$ cat config.mk
export PLATFORM = sky130hd
export DESIGN_NAME = dns_query_parser_flat
export DESIGN_NICKNAME = d
export VERILOG_FILES = /design/src/dqp_pkg.sv /design/src/dqp_if.sv /design/src/dqp_in_stage.sv /design/src/dqp_parse_core.sv /design/src/dqp_out_stage.sv /design/src/dns_query_parser.sv /design/src/flat_wrapper.sv
export SDC_FILE = /design/constraint.sdc
export NUM_CORES = 1
export LEC_CHECK = 0
export ABC_AREA = 1
export BUFFER_PORTS_ARGS = -buffer_cell sky130_fd_sc_hd__buf_4
export CAP_MARGIN = 15
export CORE_UTILIZATION = 65
export CTS_BUF_LIST = sky130_fd_sc_hd__clkbuf_8 sky130_fd_sc_hd__clkbuf_16
export DETAILED_ROUTE_END_ITERATION = 16
export GPL_TIMING_DRIVEN = 0
export PLACE_DENSITY = 0.95
export SLEW_MARGIN = 25
export SYNTH_ARGS = -nofsm -noshare
export SYNTH_HDL_FRONTEND = slang
export SYNTH_SLANG_ARGS = --single-unit
$ cat constraint.sdc
create_clock -name clk -period 4.5 [get_ports clk]
set_clock_uncertainty 0.05 [all_clocks]
set_input_delay 0.675 -clock clk [delete_from_list [all_inputs] [get_ports clk]]
set_output_delay 0.675 -clock clk [all_outputs]
set_load 0.1 [all_outputs]
$ cat src/dqp_pkg.sv
// Shared types and constants for the DNS query parser.
package dqp_pkg;

	typedef enum logic [2:0] {
		KIND_HDR_OK   = 3'd0,
		KIND_NAME_CHR = 3'd1,
		KIND_Q_END    = 3'd2,
		KIND_HDR_REJ  = 3'd3,
		KIND_TRUNC    = 3'd4,
		KIND_DONE     = 3'd5
	} kind_t;

	typedef enum logic [2:0] {
		PH_HEADER   = 3'd0,
		PH_NAME_LEN = 3'd1,
		PH_NAME_CHR = 3'd2,
		PH_TYPECLS  = 3'd3,
		PH_FINISHED = 3'd4,
		PH_REJECTED = 3'd5
	} phase_t;

	localparam int unsigned HDR_WORDS = 5;
	localparam logic [3:0] HDR_LAST_POS = 4'd11;
	localparam logic [3:0] TC_LAST_POS = 4'd3;
	localparam logic [7:0] DOT_CHAR = 8'h2E;

	typedef struct packed {
		logic [7:0] data_byte;
		logic       last_byte;
	} beat_t;

	typedef struct packed {
		kind_t       kind;
		logic [15:0] ident;
		logic [15:0] count;
		logic        is_response;
		logic [3:0]  op_code;
		logic        authoritative;
		logic        truncated_flag;
		logic        recursion_desired;
		logic        recursion_available;
		logic [3:0]  response_code;
		logic [7:0]  character;
		logic        final_res;
	} res_t;

endpackage

$ cat src/dqp_if.sv
// Byte and result channel interfaces of the DNS query parser.
interface dqp_byte_if;
	logic       valid;
	logic       ready;
	logic [7:0] data_byte;
	logic       last_byte;

	modport source (output valid, output data_byte, output last_byte, input ready);
	modport sink (input valid, input data_byte, input last_byte, output ready);
endinterface

interface dqp_res_if;
	logic                valid;
	logic                ready;
	dqp_pkg::kind_t      kind;
	logic [15:0]         ident;
	logic [15:0]         count;
	logic                is_response;
	logic [3:0]          op_code;
	logic                authoritative;
	logic                truncated_flag;
	logic                recursion_desired;
	logic                recursion_available;
	logic [3:0]          response_code;
	logic [7:0]          character;
	logic                final_res;

	modport source (
		output valid, output kind, output ident, output count, output is_response,
		output op_code, output authoritative, output truncated_flag,
		output recursion_desired, output recursion_available, output response_code,
		output character, output final_res, input ready
	);
	modport sink (
		input valid, input kind, input ident, input count, input is_response,
		input op_code, input authoritative, input truncated_flag,
		input recursion_desired, input recursion_available, input response_code,
		input character, input final_res, output ready
	);
endinterface

$ cat src/dqp_in_stage.sv
// Input register stage holding one received byte beat.
module dqp_in_stage (
	input  logic               clk,
	input  logic               arst_n,
	dqp_byte_if.sink           bytes,
	input  logic               fire,
	output logic               valid_s1,
	output dqp_pkg::beat_t     beat_s1
);

	logic accept;

	assign bytes.ready = !valid_s1 || fire;
	assign accept = bytes.valid && bytes.ready;

	always_ff @(posedge clk or negedge arst_n) begin
		if (!arst_n) begin
			valid_s1 <= 1'b0;
		end else if (accept) begin
			valid_s1 <= 1'b1;
		end else if (fire) begin
			valid_s1 <= 1'b0;
		end
	end

	always_ff @(posedge clk) begin
		if (accept) begin
			beat_s1.data_byte <= bytes.data_byte;
			beat_s1.last_byte <= bytes.last_byte;
		end
	end

endmodule

$ cat src/dqp_parse_core.sv
// Parse state and single-pass decode of one datagram byte.
module dqp_parse_core (
	input  logic               clk,
	input  logic               arst_n,
	input  logic               valid_s1,
	input  dqp_pkg::beat_t     beat_s1,
	input  logic               out_free,
	output logic               fire,
	output logic               load,
	output dqp_pkg::res_t      res
);

	dqp_pkg::phase_t phase_q, phase_d;
	logic [3:0]  pos_q, pos_d, pos_inc;
	logic [15:0] hw_q [dqp_pkg::HDR_WORDS];
	logic [15:0] hw_d [dqp_pkg::HDR_WORDS];
	logic [15:0] qleft_q, qleft_d;
	logic [7:0]  label_q, label_d;
	logic        first_q, first_d;
	logic [31:0] tc_q, tc_d;
	logic        gen;
	logic [7:0]  b;
	logic [15:0] flags;

	assign b = beat_s1.data_byte;
	assign pos_inc = pos_q + 4'd1;
	assign fire = valid_s1 && (out_free || !gen);
	assign load = fire && gen;

	always_comb begin
		phase_d = phase_q;
		pos_d = pos_q;
		for (int i = 0; i < dqp_pkg::HDR_WORDS; i++) begin
			hw_d[i] = hw_q[i];
		end
		qleft_d = qleft_q;
		label_d = label_q;
		first_d = first_q;
		tc_d = tc_q;
		gen = 1'b0;
		res = '0;
		flags = hw_q[1];

		case (phase_q)
			dqp_pkg::PH_HEADER: begin
				for (int i = 0; i < dqp_pkg::HDR_WORDS; i++) begin
					if (pos_q[3:1] == 3'(i)) begin
						hw_d[i] = {hw_q[i][7:0], b};
					end
				end
				pos_d = pos_inc;
				if (pos_q == dqp_pkg::HDR_LAST_POS) begin
					pos_d = '0;
					gen = 1'b1;
					res.ident = hw_q[0];
					res.count = hw_q[2];
					res.is_response = flags[15];
					res.op_code = flags[14:11];
					res.authoritative = flags[10];
					res.truncated_flag = flags[9];
					res.recursion_desired = flags[8];
					res.recursion_available = flags[7];
					res.response_code = flags[3:0];
					if ((hw_q[3] | hw_q[4]) != 16'd0) begin
						res.kind = dqp_pkg::KIND_HDR_REJ;
						phase_d = dqp_pkg::PH_REJECTED;
					end else begin
						res.kind = dqp_pkg::KIND_HDR_OK;
						qleft_d = hw_q[2];
						first_d = 1'b1;
						phase_d = (hw_q[2] != 16'd0) ? dqp_pkg::PH_NAME_LEN
							: dqp_pkg::PH_FINISHED;
					end
				end
			end
			dqp_pkg::PH_NAME_LEN: begin
				if (b == 8'd0) begin
					phase_d = dqp_pkg::PH_TYPECLS;
					pos_d = '0;
					tc_d = '0;
				end else begin
					label_d = b;
					phase_d = dqp_pkg::PH_NAME_CHR;
					if (!first_q) begin
						gen = 1'b1;
						res.kind = dqp_pkg::KIND_NAME_CHR;
						res.character = dqp_pkg::DOT_CHAR;
					end
					first_d = 1'b0;
				end
			end
			dqp_pkg::PH_NAME_CHR: begin
				gen = 1'b1;
				res.kind = dqp_pkg::KIND_NAME_CHR;
				res.character = b;
				label_d = label_q - 8'd1;
				if (label_q == 8'd1) begin
					phase_d = dqp_pkg::PH_NAME_LEN;
				end
			end
			dqp_pkg::PH_TYPECLS: begin
				tc_d = {tc_q[23:0], b};
				pos_d = pos_inc;
				if (pos_q == dqp_pkg::TC_LAST_POS) begin
					pos_d = '0;
					gen = 1'b1;
					res.kind = dqp_pkg::KIND_Q_END;
					res.ident = tc_q[23:8];
					res.count = {tc_q[7:0], b};
					qleft_d = qleft_q - 16'd1;
					first_d = 1'b1;
					phase_d = (qleft_q != 16'd1) ? dqp_pkg::PH_NAME_LEN
						: dqp_pkg::PH_FINISHED;
				end
			end
			default: begin
			end
		endcase

		if (beat_s1.last_byte) begin
			res = '0;
			res.kind = (phase_d == dqp_pkg::PH_FINISHED || phase_d == dqp_pkg::PH_REJECTED)
				? dqp_pkg::KIND_DONE : dqp_pkg::KIND_TRUNC;
			res.final_res = 1'b1;
			gen = 1'b1;
			phase_d = dqp_pkg::PH_HEADER;
			pos_d = '0;
			for (int i = 0; i < dqp_pkg::HDR_WORDS; i++) begin
				hw_d[i] = '0;
			end
			qleft_d = '0;
			label_d = '0;
			first_d = 1'b1;
			tc_d = '0;
		end
	end

	always_ff @(posedge clk or negedge arst_n) begin
		if (!arst_n) begin
			phase_q <= dqp_pkg::PH_HEADER;
			pos_q <= '0;
			for (int i = 0; i < dqp_pkg::HDR_WORDS; i++) begin
				hw_q[i] <= '0;
			end
			qleft_q <= '0;
			label_q <= '0;
			first_q <= 1'b1;
			tc_q <= '0;
		end else if (fire) begin
			phase_q <= phase_d;
			pos_q <= pos_d;
			for (int i = 0; i < dqp_pkg::HDR_WORDS; i++) begin
				hw_q[i] <= hw_d[i];
			end
			qleft_q <= qleft_d;
			label_q <= label_d;
			first_q <= first_d;
			tc_q <= tc_d;
		end
	end

endmodule

$ cat src/dqp_out_stage.sv
// Result register driving the result channel.
module dqp_out_stage (
	input  logic               clk,
	input  logic               arst_n,
	input  logic               load,
	input  dqp_pkg::res_t      res,
	output logic               out_free,
	dqp_res_if.source          results
);

	logic          valid_q;
	dqp_pkg::res_t res_q;

	assign out_free = !valid_q || results.ready;

	always_ff @(posedge clk or negedge arst_n) begin
		if (!arst_n) begin
			valid_q <= 1'b0;
		end else if (load) begin
			valid_q <= 1'b1;
		end else if (results.ready) begin
			valid_q <= 1'b0;
		end
	end

	always_ff @(posedge clk) begin
		if (load) begin
			res_q <= res;
		end
	end

	assign results.valid = valid_q;
	assign results.kind = res_q.kind;
	assign results.ident = res_q.ident;
	assign results.count = res_q.count;
	assign results.is_response = res_q.is_response;
	assign results.op_code = res_q.op_code;
	assign results.authoritative = res_q.authoritative;
	assign results.truncated_flag = res_q.truncated_flag;
	assign results.recursion_desired = res_q.recursion_desired;
	assign results.recursion_available = res_q.recursion_available;
	assign results.response_code = res_q.response_code;
	assign results.character = res_q.character;
	assign results.final_res = res_q.final_res;

endmodule

$ cat src/dns_query_parser.sv
// DNS query parser top level: input register, parse core, result register.
// A byte waits in the input register; its result, if any, loads into the result register.
// Throughput: one byte per cycle unless stalled; each byte passes the parse core once.
// A waiting result holds back only the next byte that produces a result.
// Reset (arst_n low, asynchronous): empties both registers and returns to the header phase.
module dns_query_parser (
	input  logic        clk,
	input  logic        arst_n,
	dqp_byte_if.sink    bytes,
	dqp_res_if.source   results
);

	logic           valid_s1;
	dqp_pkg::beat_t beat_s1;
	logic           fire;
	logic           load;
	logic           out_free;
	dqp_pkg::res_t  res;

	dqp_in_stage u_in (
		.clk      (clk),
		.arst_n   (arst_n),
		.bytes    (bytes),
		.fire     (fire),
		.valid_s1 (valid_s1),
		.beat_s1  (beat_s1)
	);

	dqp_parse_core u_core (
		.clk      (clk),
		.arst_n   (arst_n),
		.valid_s1 (valid_s1),
		.beat_s1  (beat_s1),
		.out_free (out_free),
		.fire     (fire),
		.load     (load),
		.res      (res)
	);

	dqp_out_stage u_out (
		.clk      (clk),
		.arst_n   (arst_n),
		.load     (load),
		.res      (res),
		.out_free (out_free),
		.results  (results)
	);

`ifndef SYNTHESIS
	a_last_gives_final: assert property (@(posedge clk) disable iff (!arst_n)
		fire && beat_s1.last_byte |-> load && res.final_res)
		else $error("last byte did not produce a final result");

	a_final_kind: assert property (@(posedge clk) disable iff (!arst_n)
		results.valid && results.final_res |->
			results.kind == dqp_pkg::KIND_DONE || results.kind == dqp_pkg::KIND_TRUNC)
		else $error("final result with wrong kind");

	a_s1_hold: assert property (@(posedge clk) disable iff (!arst_n)
		valid_s1 && !fire |=> valid_s1 && $stable(beat_s1))
		else $error("input stage lost a stalled beat");
`endif

endmodule
$ cat src/flat_wrapper.sv
// flat-port wrapper written by rule: the top's interface ports become plain ports
module dns_query_parser_flat 
  (clk, arst_n, bytes_valid, bytes_data_byte, bytes_last_byte, bytes_ready, results_valid, results_kind, results_ident, results_count, results_is_response, results_op_code, results_authoritative, results_truncated_flag, results_recursion_desired, results_recursion_available, results_response_code, results_character, results_final_res, results_ready);
  dqp_byte_if bytes_i ();
  dqp_res_if results_i ();
  input  logic clk;
  input  logic arst_n;
  input wire logic [$bits(bytes_i.valid)-1:0] bytes_valid;
  input wire logic [$bits(bytes_i.data_byte)-1:0] bytes_data_byte;
  input wire logic [$bits(bytes_i.last_byte)-1:0] bytes_last_byte;
  output wire logic [$bits(bytes_i.ready)-1:0] bytes_ready;
  output wire logic [$bits(results_i.valid)-1:0] results_valid;
  output wire logic [$bits(results_i.kind)-1:0] results_kind;
  output wire logic [$bits(results_i.ident)-1:0] results_ident;
  output wire logic [$bits(results_i.count)-1:0] results_count;
  output wire logic [$bits(results_i.is_response)-1:0] results_is_response;
  output wire logic [$bits(results_i.op_code)-1:0] results_op_code;
  output wire logic [$bits(results_i.authoritative)-1:0] results_authoritative;
  output wire logic [$bits(results_i.truncated_flag)-1:0] results_truncated_flag;
  output wire logic [$bits(results_i.recursion_desired)-1:0] results_recursion_desired;
  output wire logic [$bits(results_i.recursion_available)-1:0] results_recursion_available;
  output wire logic [$bits(results_i.response_code)-1:0] results_response_code;
  output wire logic [$bits(results_i.character)-1:0] results_character;
  output wire logic [$bits(results_i.final_res)-1:0] results_final_res;
  input wire logic [$bits(results_i.ready)-1:0] results_ready;
  assign bytes_i.valid = bytes_valid;
  assign bytes_i.data_byte = bytes_data_byte;
  assign bytes_i.last_byte = bytes_last_byte;
  assign bytes_ready = bytes_i.ready;
  assign results_valid = results_i.valid;
  assign results_kind = results_i.kind;
  assign results_ident = results_i.ident;
  assign results_count = results_i.count;
  assign results_is_response = results_i.is_response;
  assign results_op_code = results_i.op_code;
  assign results_authoritative = results_i.authoritative;
  assign results_truncated_flag = results_i.truncated_flag;
  assign results_recursion_desired = results_i.recursion_desired;
  assign results_recursion_available = results_i.recursion_available;
  assign results_response_code = results_i.response_code;
  assign results_character = results_i.character;
  assign results_final_res = results_i.final_res;
  assign results_i.ready = results_ready;
  dns_query_parser u_core (.clk(clk), .arst_n(arst_n), .bytes(bytes_i), .results(results_i));
endmodule
==> impl_metrics.toml <==
[pwr]
p_int_mw = 3.87
p_sw_mw = 2.05
clkPwrFrac_pct = 34.1
cellPowerDensity_mw_per_mm2 = 506
seq_power_share_pct = 40.9
switching_share_pct = 34.7
p_comb_share_pct = 25.0
p_leak_nw = 5.76
ir_drop_uv = 325

[cts]
clkSinkCount = 204
ctsResizeCount = 0
clk_latency_ps = 520
cts.htree.levels = 1
postCtsSetupBuffers = 0
clkSlewWorstSetupHoldPaths_ps = 60
cts_hold_buf = 0
cts.path.max_buffers = 3
cts_tree = "yes"
cts_buffers = 22
cts-root-buf = "clkbuf_16"

[global_routing]
grt_pass1_vias = 9037
grt.overflow.total = 0
grt_antenna_before_repair = 0
grt_use_total_pct = 38.5
grt_max_degree = 90
grt_first_pass_wirelength_um = 47100

[placed_design]
globalplace.congestion = 0.964
place_area_mm2 = 0.0109
port_buffers = 71
post-dp-hpwl_um = 19900

[logic_synthesis]
ys_seq_area_share_pct = 53.9
synth_cells = 1220
yosys_warnings = 0
synthesis.nets = 1238
synth_cell_types = 38
synth-edff-count = 66
syn_area_mm2 = 0.0101
synth_flop_cell = "dfrtp_1"
synth_area_per_cell_um2 = 8.27
ys_async_sr_fraction_pct = 67.6
synth_seq_cells = 204

[sta]
holdWs_ps = 28.3
slew_headroom_pct = 35.9
setup_viol = 0
finalCritPeriodShare_pct = 67.4
fin_tns_setup_ps = 0
fmax_mhz = 330
slew_violations = 0
finalHoldViolCount = 0
worst_slew_pin_slew_ps = 958
post-route-min-period_ps = 3030
rsz0062_at_grt = "false"

[floorplan]
std_cell_rows = 45
io_pins = 72
die_area_mm2 = 0.0160
die_w_um = 127
coreArea_mm2 = 0.0151
fp.dieH_um = 127
start_util_pct = 66.6

[setup_path]
r2r_start = "u_core.u_core.pos_q[0]"
cp-end-kind = "flip-flop"
crit_required_ps = 4590
worstSetupStartpointType = "flip-flop"
crit_path_max_fanout = 57
crit_arrival_ps = 3120
crit_start = "u_core.u_core.pos_q[0]"
crit_type = "flip-flop to flip-flop"
r2r_cells = 11

[routing]
wl_per_cell_um = 19.6
antenna_left = 0
drt_iter0_drc = 1542
dr.pass1.iters = 8
route.vias.total = 9486
finalWirelength_um = 29900
avgViaCountPerCell = 6.24
drc = 0

[layout]
final_cell_area_mm2 = 0.0117
utilization_pct = 77.3
nets = 1334
synthToLayoutAreaGrowth_pct = 16.2
drive_above_1_share_pct = 12.9
antenna_cells = 0

[min_path]
hp-class = "primary input to asynchronous set/reset pin"

[job]
maxCapViolCount = 0

[status]
status = "finished, final reports clean"
[stage by stage]
stage	setup WS (ps)	instances	power (mW)
2_1_floorplan	1420	1220	3.46
5_1_grt	1330	1520	6.16
3_3_place_gp	661	1479	3.78
4_1_cts	1560	1520	5.88
3_5_place_dp	1620	1480	3.85
6_report	1470	1520	5.92
[power by group through the flow]
stage,combinational [mW],sequential (mW),clock (mW)
after floorplan,0.874,2.58,0
after global placement,1.36,2.42,0
after detailed placement,1.42,2.43,0
after CTS,1.45,2.41,2.02
after global routing,1.62,2.45,2.10
final,1.48,2.42,2.02
[state kept, by name, summed over array words and instances, names as in the netlist, 3 cells and up]
| signal | count |
|---|---|
| u_core.u_core.flags | 16 |
| u_core.u_core.phase_q | 3 |
| u_core.u_core.hw_q | 64 |
| u_core.u_out.results.ident | 16 |
| u_core.u_core.label_q | 8 |
| u_core.u_out.results.response_code | 4 |
| u_core.u_core.pos_q | 4 |
| u_core.u_core.tc_q | 24 |
| u_core.u_out.results.kind | 3 |
| u_core.u_core.qleft_q | 16 |
| u_core.u_out.results.count | 16 |
| u_core.u_out.results.op_code | 4 |
| u_core.u_out.results.character | 8 |
| u_core.u_in.beat_s1 | 9 |
[Yosys cell counts (3+ instances only)]
library cell / instances / area (µm²)
o21ai_1: 5 / 25.0
a21oi_1: 41 / 205
dfrtp_1: 137 / 3430
nor2_1: 201 / 754
inv_1: 77 / 289
inv_2: 7 / 26.3
buf_6: 6 / 67.6
nand2_1: 374 / 1400
nand2_4: 10 / 113
edfxtp_1: 66 / 1980
clkbuf_1: 29 / 109
nor3_1: 8 / 40.0
buf_2: 14 / 70.1
buf_4: 8 / 60.1
nand3_1: 128 / 641
nand3b_1: 27 / 203
a22oi_1: 16 / 120
xor2_1: 7 / 61.3
o41ai_4: 3 / 82.6
ha_1: 5 / 62.6
nand4_1: 4 / 25.0
o21ai_0: 23 / 115
[metal layers]
metal  track usage (%)  routed length, µm  up-vias
li1                  -                  -     4133
met1              49.8              10700     4348
met2              59.5              13400      795
met3              8.81               3830      210
met4              23.7               2010        0
met5                 0                  0        -
[logic make-up after synthesis]
kind of cell	after synthesis	share of synthesized area [%]
buf+inv	144	6.29
xor+xnor	9	0.782
fa+ha+maj	5	0.620
flops	204	53.9
compound gates	98	6.20
simple gates	760	32.2
[cell type report]
type	instances	area, µm²
Clock inverter	18	273
Inverter	84	318
Fill cell	951	3430
Tap cell	188	235
Sequential cell	204	5440
Timing Repair Buffer	72	568
Buffer	60	319
Multi-Input combinational cell	872	4010
Clock buffer	22	551
[path summary, 6_finish.rpt]
| kind | end | slack [ps] |
|---|---|---|
| min reg2reg | u_core.u_core.qleft_q[1] | 420 |
| min in group clk | u_core.u_in.beat_s1[5] | 300 |
| max | u_core.u_out.results.character[7] | 1470 |
| max reg2reg | u_core.u_out.results.character[7] | 1470 |
| max in group asynchronous | u_core.u_core.qleft_q[0] | 3630 |
| min | u_core.u_core.qleft_q[11] | 30 |
[worst max-delay path, stage by stage, from the launching register on]
cell and delay (ps):
dfrtp_1 430, ha_1 290, nand3_1 210, a21oi_1 90
nor2_1 110, nand3_2 90, nand2_1 90, nand2_1 80
inv_2 80, buf_2 310, nand2_1 200, inv_4 570
[placed cells by master (no fill, tap or decap), types with 22 or more instances in the layout]
| master | count |
|---|---|
| edfxtp_1 | 66 |
| nand2_1 | 374 |
| buf_4 | 78 |
| nand3b_1 | 27 |
| nand3_1 | 128 |
| clkbuf_1 | 29 |
| inv_1 | 77 |
| dfrtp_1 | 137 |
| nor2_1 | 201 |
| a21oi_1 | 41 |
| clkbuf_16 | 22 |
| o21ai_0 | 23 |
No activity file was read; power rests on OpenSTA's default activity.
